File: config.mk
export PLATFORM = sky130hd
export DESIGN_NAME = rc4_ram
export DESIGN_NICKNAME = d
export VERILOG_FILES = /design/src/rtl/rc4_ram.sv
export SDC_FILE = /design/constraint.sdc
export NUM_CORES = 2
export LEC_CHECK = 0
export BUFFER_PORTS_ARGS = -buffer_cell sky130_fd_sc_hd__buf_2
export CAP_MARGIN = 20
export CORE_ASPECT_RATIO = 1.4
export CORE_MARGIN = 3
export CORE_UTILIZATION = 35
export CTS_CLUSTER_DIAMETER = 80
export DETAILED_ROUTE_END_ITERATION = 10
export SLEW_MARGIN = 10
export SYNTH_ARGS = -nofsm -noshare
export SYNTH_HDL_FRONTEND = slang
export SYNTH_SLANG_ARGS = --single-unit
File: constraint.sdc
create_clock -name clock -period 5.7 [get_ports clock]
set_input_delay 0.285 -clock clock [delete_from_list [all_inputs] [get_ports clock]]
set_output_delay 0.285 -clock clock [all_outputs]
set_load 0.01 [all_outputs]
File: src/rtl/rc4_ram.sv
// Generic single-write, single-read RAM with registered read data.
// Read returns the old contents on a same-address write. No dependencies.
`timescale 1ns / 1ps

module rc4_ram #(
   parameter int WIDTH = 8,
   parameter int DEPTH = 256
) (
   input  logic                                    clock,
   input  logic                                    we,
   input  logic [((DEPTH > 1) ? $clog2(DEPTH) : 1)-1:0] waddr,
   input  logic [WIDTH-1:0]                        wdata,
   input  logic [((DEPTH > 1) ? $clog2(DEPTH) : 1)-1:0] raddr,
   output logic [WIDTH-1:0]                        rdata
);

   logic [WIDTH-1:0] mem_ff [DEPTH];
   logic [WIDTH-1:0] rdata_ff;

   always_ff @(posedge clock) begin
      if (we) begin
         mem_ff[waddr] <= wdata;
      end
      rdata_ff <= mem_ff[raddr];
   end

   assign rdata = rdata_ff;

endmodule

==> metrics.txt <==
Iter 0 DRT Violations 3740; Avg Cell Area, Syn 21.3 um2; Via density 5.44; Mapped Nets 3759; Slew @ Worst Pin 1.34 ns; instance count on the critical path 8; max-slew violation count 0; multi-input logic area 16500 um2; Routed WL 200000 um; Max-cap violations 0; crit-path max cell delay 0.80 ns; clk sinks 2056; Antenna Nets Post-Route 0; DP Area 83200 um2; Final Skew 0.0665 ns; top_reg_cell synth edfxtp_1; Yosys cell types 55; Die H 570 um; GRT overflow 0; Synth Register Bits 2056; CTS buffer count 183; data required time of the worst path 6.36 ns; Global Route Usage Sum 16.9%; CTS max path bufs 4; CTS tree yes; synth top area cells edfxtp_1 77%, mux4_2 13%, mux2i_1 1.7%, nor2_1 1.3%, a22oi_1 1.3%; crit-path cells buf_8 -> buf_4 -> nand3b_1 -> o221ai_1 -> a21oi_1 -> a21oi_1 -> nor3_1 -> nor4_2; final core utilization 39.4%; Tcrit/Tclk final 54.4%; unrepaired setup endpoints after global routing false; area delta synth->final 11.6%; family with the most delay on the worst path simple AND/OR/NAND/NOR gates; CP startpoint kind input port; total die area 233000 um2; fin nets 3853; Design Area, Final 88800 um2; Post-synth top cells 2048 x edfxtp_1, 454 x mux4_2, 282 x nor2_1; power per cell area 337 nW/um2; initial antenna violation count 10; Fmax 323 MHz; Worst EP arrival 3.76 ns; WHS -0.00284 ns; Root Buffer clkbuf_16; Crit-path slowest cell nor3_1; fillers 19900; port bufs 33; FF-to-FF Start mem_ff[136][0]; # hold bufs at CTS 5; critical path type input port to register; later-pin clock latency in the skew report 0.83 ns; drt pass-1 iters 6; GP Congestion 0.868; final hold vios 1; via count 37900; Wirelength per Cell 28.6 um; synth warn 0; total power 30000 uW; count leader, synth edfxtp_1; largest net degree at the start of global routing 190; CTS resizes 0; Hold WC Path Type input port to register; Post-synth ARST share 0%; drc violations 0; cell count of the worst reg-to-reg path 6; Critical R2R Capture rdata[0]; Pleak 0.0267 uW; core area 226000 um2; Setup Total Neg Slack 0 ns; worst path bufs/invs 2; Max-slew headroom 11.0%; Synth Instances 3733; Post-synth EDFFs 2048; violated checks hold timing; area occupied by registers 61700 um2; top cell type's share of synthesized area 77.3%; VDD IR max 0.200 mV; Synth area leader edfxtp_1; HPWL Detailed 126000 um; Tmin final 3.10 ns; Worst Hold Path EP mem_ff[230][7]; Clock transition at path regs 0.07 ns; initial core utilization 35.3%; Seq/Total Area, Yosys 77.5%; Mapped Area 79600 um2; final setup vio count 0; post-CTS setup buffer count 0; Crit. End Element register; die width 409 um; IO Pins 34; most used cell, CP a21oi_1; Site Rows 206; share of cells above drive strength 1 21.6%; crit path max fanout 64; H-tree Lvls 4; vias in the first global route 39400; setup slack, reg-to-reg 3.09 ns; Hold Path Origin wdata[7]; Worst Hold Depth 1; run status complete, but fails checks; first-pass GRT wire length 288000 um
-- worst max path at each step --
stage / from / end / slack, ns
final: raddr[1] / rdata[0] / 2.60
after global routing: raddr[1] / rdata[0] / 2.56
after CTS: raddr[1] / rdata[0] / 2.67
after detailed placement: raddr[1] / rdata[0] / 1.80
after global placement: raddr[0] / rdata[4] / 1.36
after floorplan: raddr[0] / rdata[2] / 3.48
-- power breakdown --
group	total, uW	switching [uW]	leakage [uW]	internal (uW)
combinational	1490	987	0.00557	505
sequential	16700	43.5	0.0185	16700
clock	11800	5300	0.00270	6470
total	30000	6330	0.0267	23600
-- cell families (layout without fill, tap and decap cells) --
kind of cell | after synthesis | count (layout) | share of synthesized area [%]
AND/OR/NAND/NOR | 466 | 466 | 2.63
AO/OA/AOI/OAI | 385 | 385 | 3.42
other | 0 | 8 | 0
multiplexers | 591 | 591 | 14.6
buffers and inverters | 235 | 456 | 1.83
flip-flops | 2056 | 2056 | 77.5
-- routing by layer --
metal  vias to the layer above  share of wire [%]  track usage [%]
met5                         -             0.0085                0
met4                         2                4.5             7.16
met3                       387                6.1             2.34
met2                      1421                 53             30.2
met1                     20300                 37             20.5
li1                      15800                  -                -
-- state kept, by name, summed over array words and instances, names as in the netlist --
signal and flops:
mem_ff 2048, rdata 8
-- cell type report --
cell class	count	area share, %
repair buffers	142	1.47
well taps	3016	4.25
clock buffers	225	5.45
diodes	8	0.0225
flip-flops and latches	2056	69.4
multi-input cells	1442	18.6
inverters	2	0.00845
clock inverters	87	0.762
-- placed cells by master, fill, tap and decap left out, types with 3 or more instances in the layout --
cell	count
mux4_2	454
clkinv_2	27
o221ai_1	46
o21ai_0	10
nand2_1	32
a211oi_1	16
buf_4	84
nor2b_1	28
clkinv_1	41
nor4_1	17
nor2_4	3
nor3_1	22
a221oi_1	13
o32ai_1	4
o211ai_1	10
dfxtp_1	8
nor2_1	279
diode_2	8
a21oi_1	96
a22oi_1	133
mux2i_1	134
or2_2	4
edfxtp_1	2048
o22a_1	5
clkinvlp_4	5
buf_8	11
buf_2	24
clkbuf_16	188
and2_1	5
dlygate4sd3_1	5
nand3_1	34
clkbuf_1	37
buf_12	16
a22o_1	8
nor2b_4	3
o22ai_1	28
nand4_1	10
nor4_2	10
bufinv_16	10
nand2b_1	8
-- stage by stage --
| step | setup WS [ns] | cells |
|---|---|---|
| global placement | 1.36 | 6645 |
| detailed placement | 1.80 | 6653 |
| finish | 2.60 | 6978 |
| CTS | 2.67 | 6970 |
| global route | 2.56 | 6971 |
| floorplan | 3.48 | 3733 |
No activity file was read; power rests on OpenSTA's default activity.
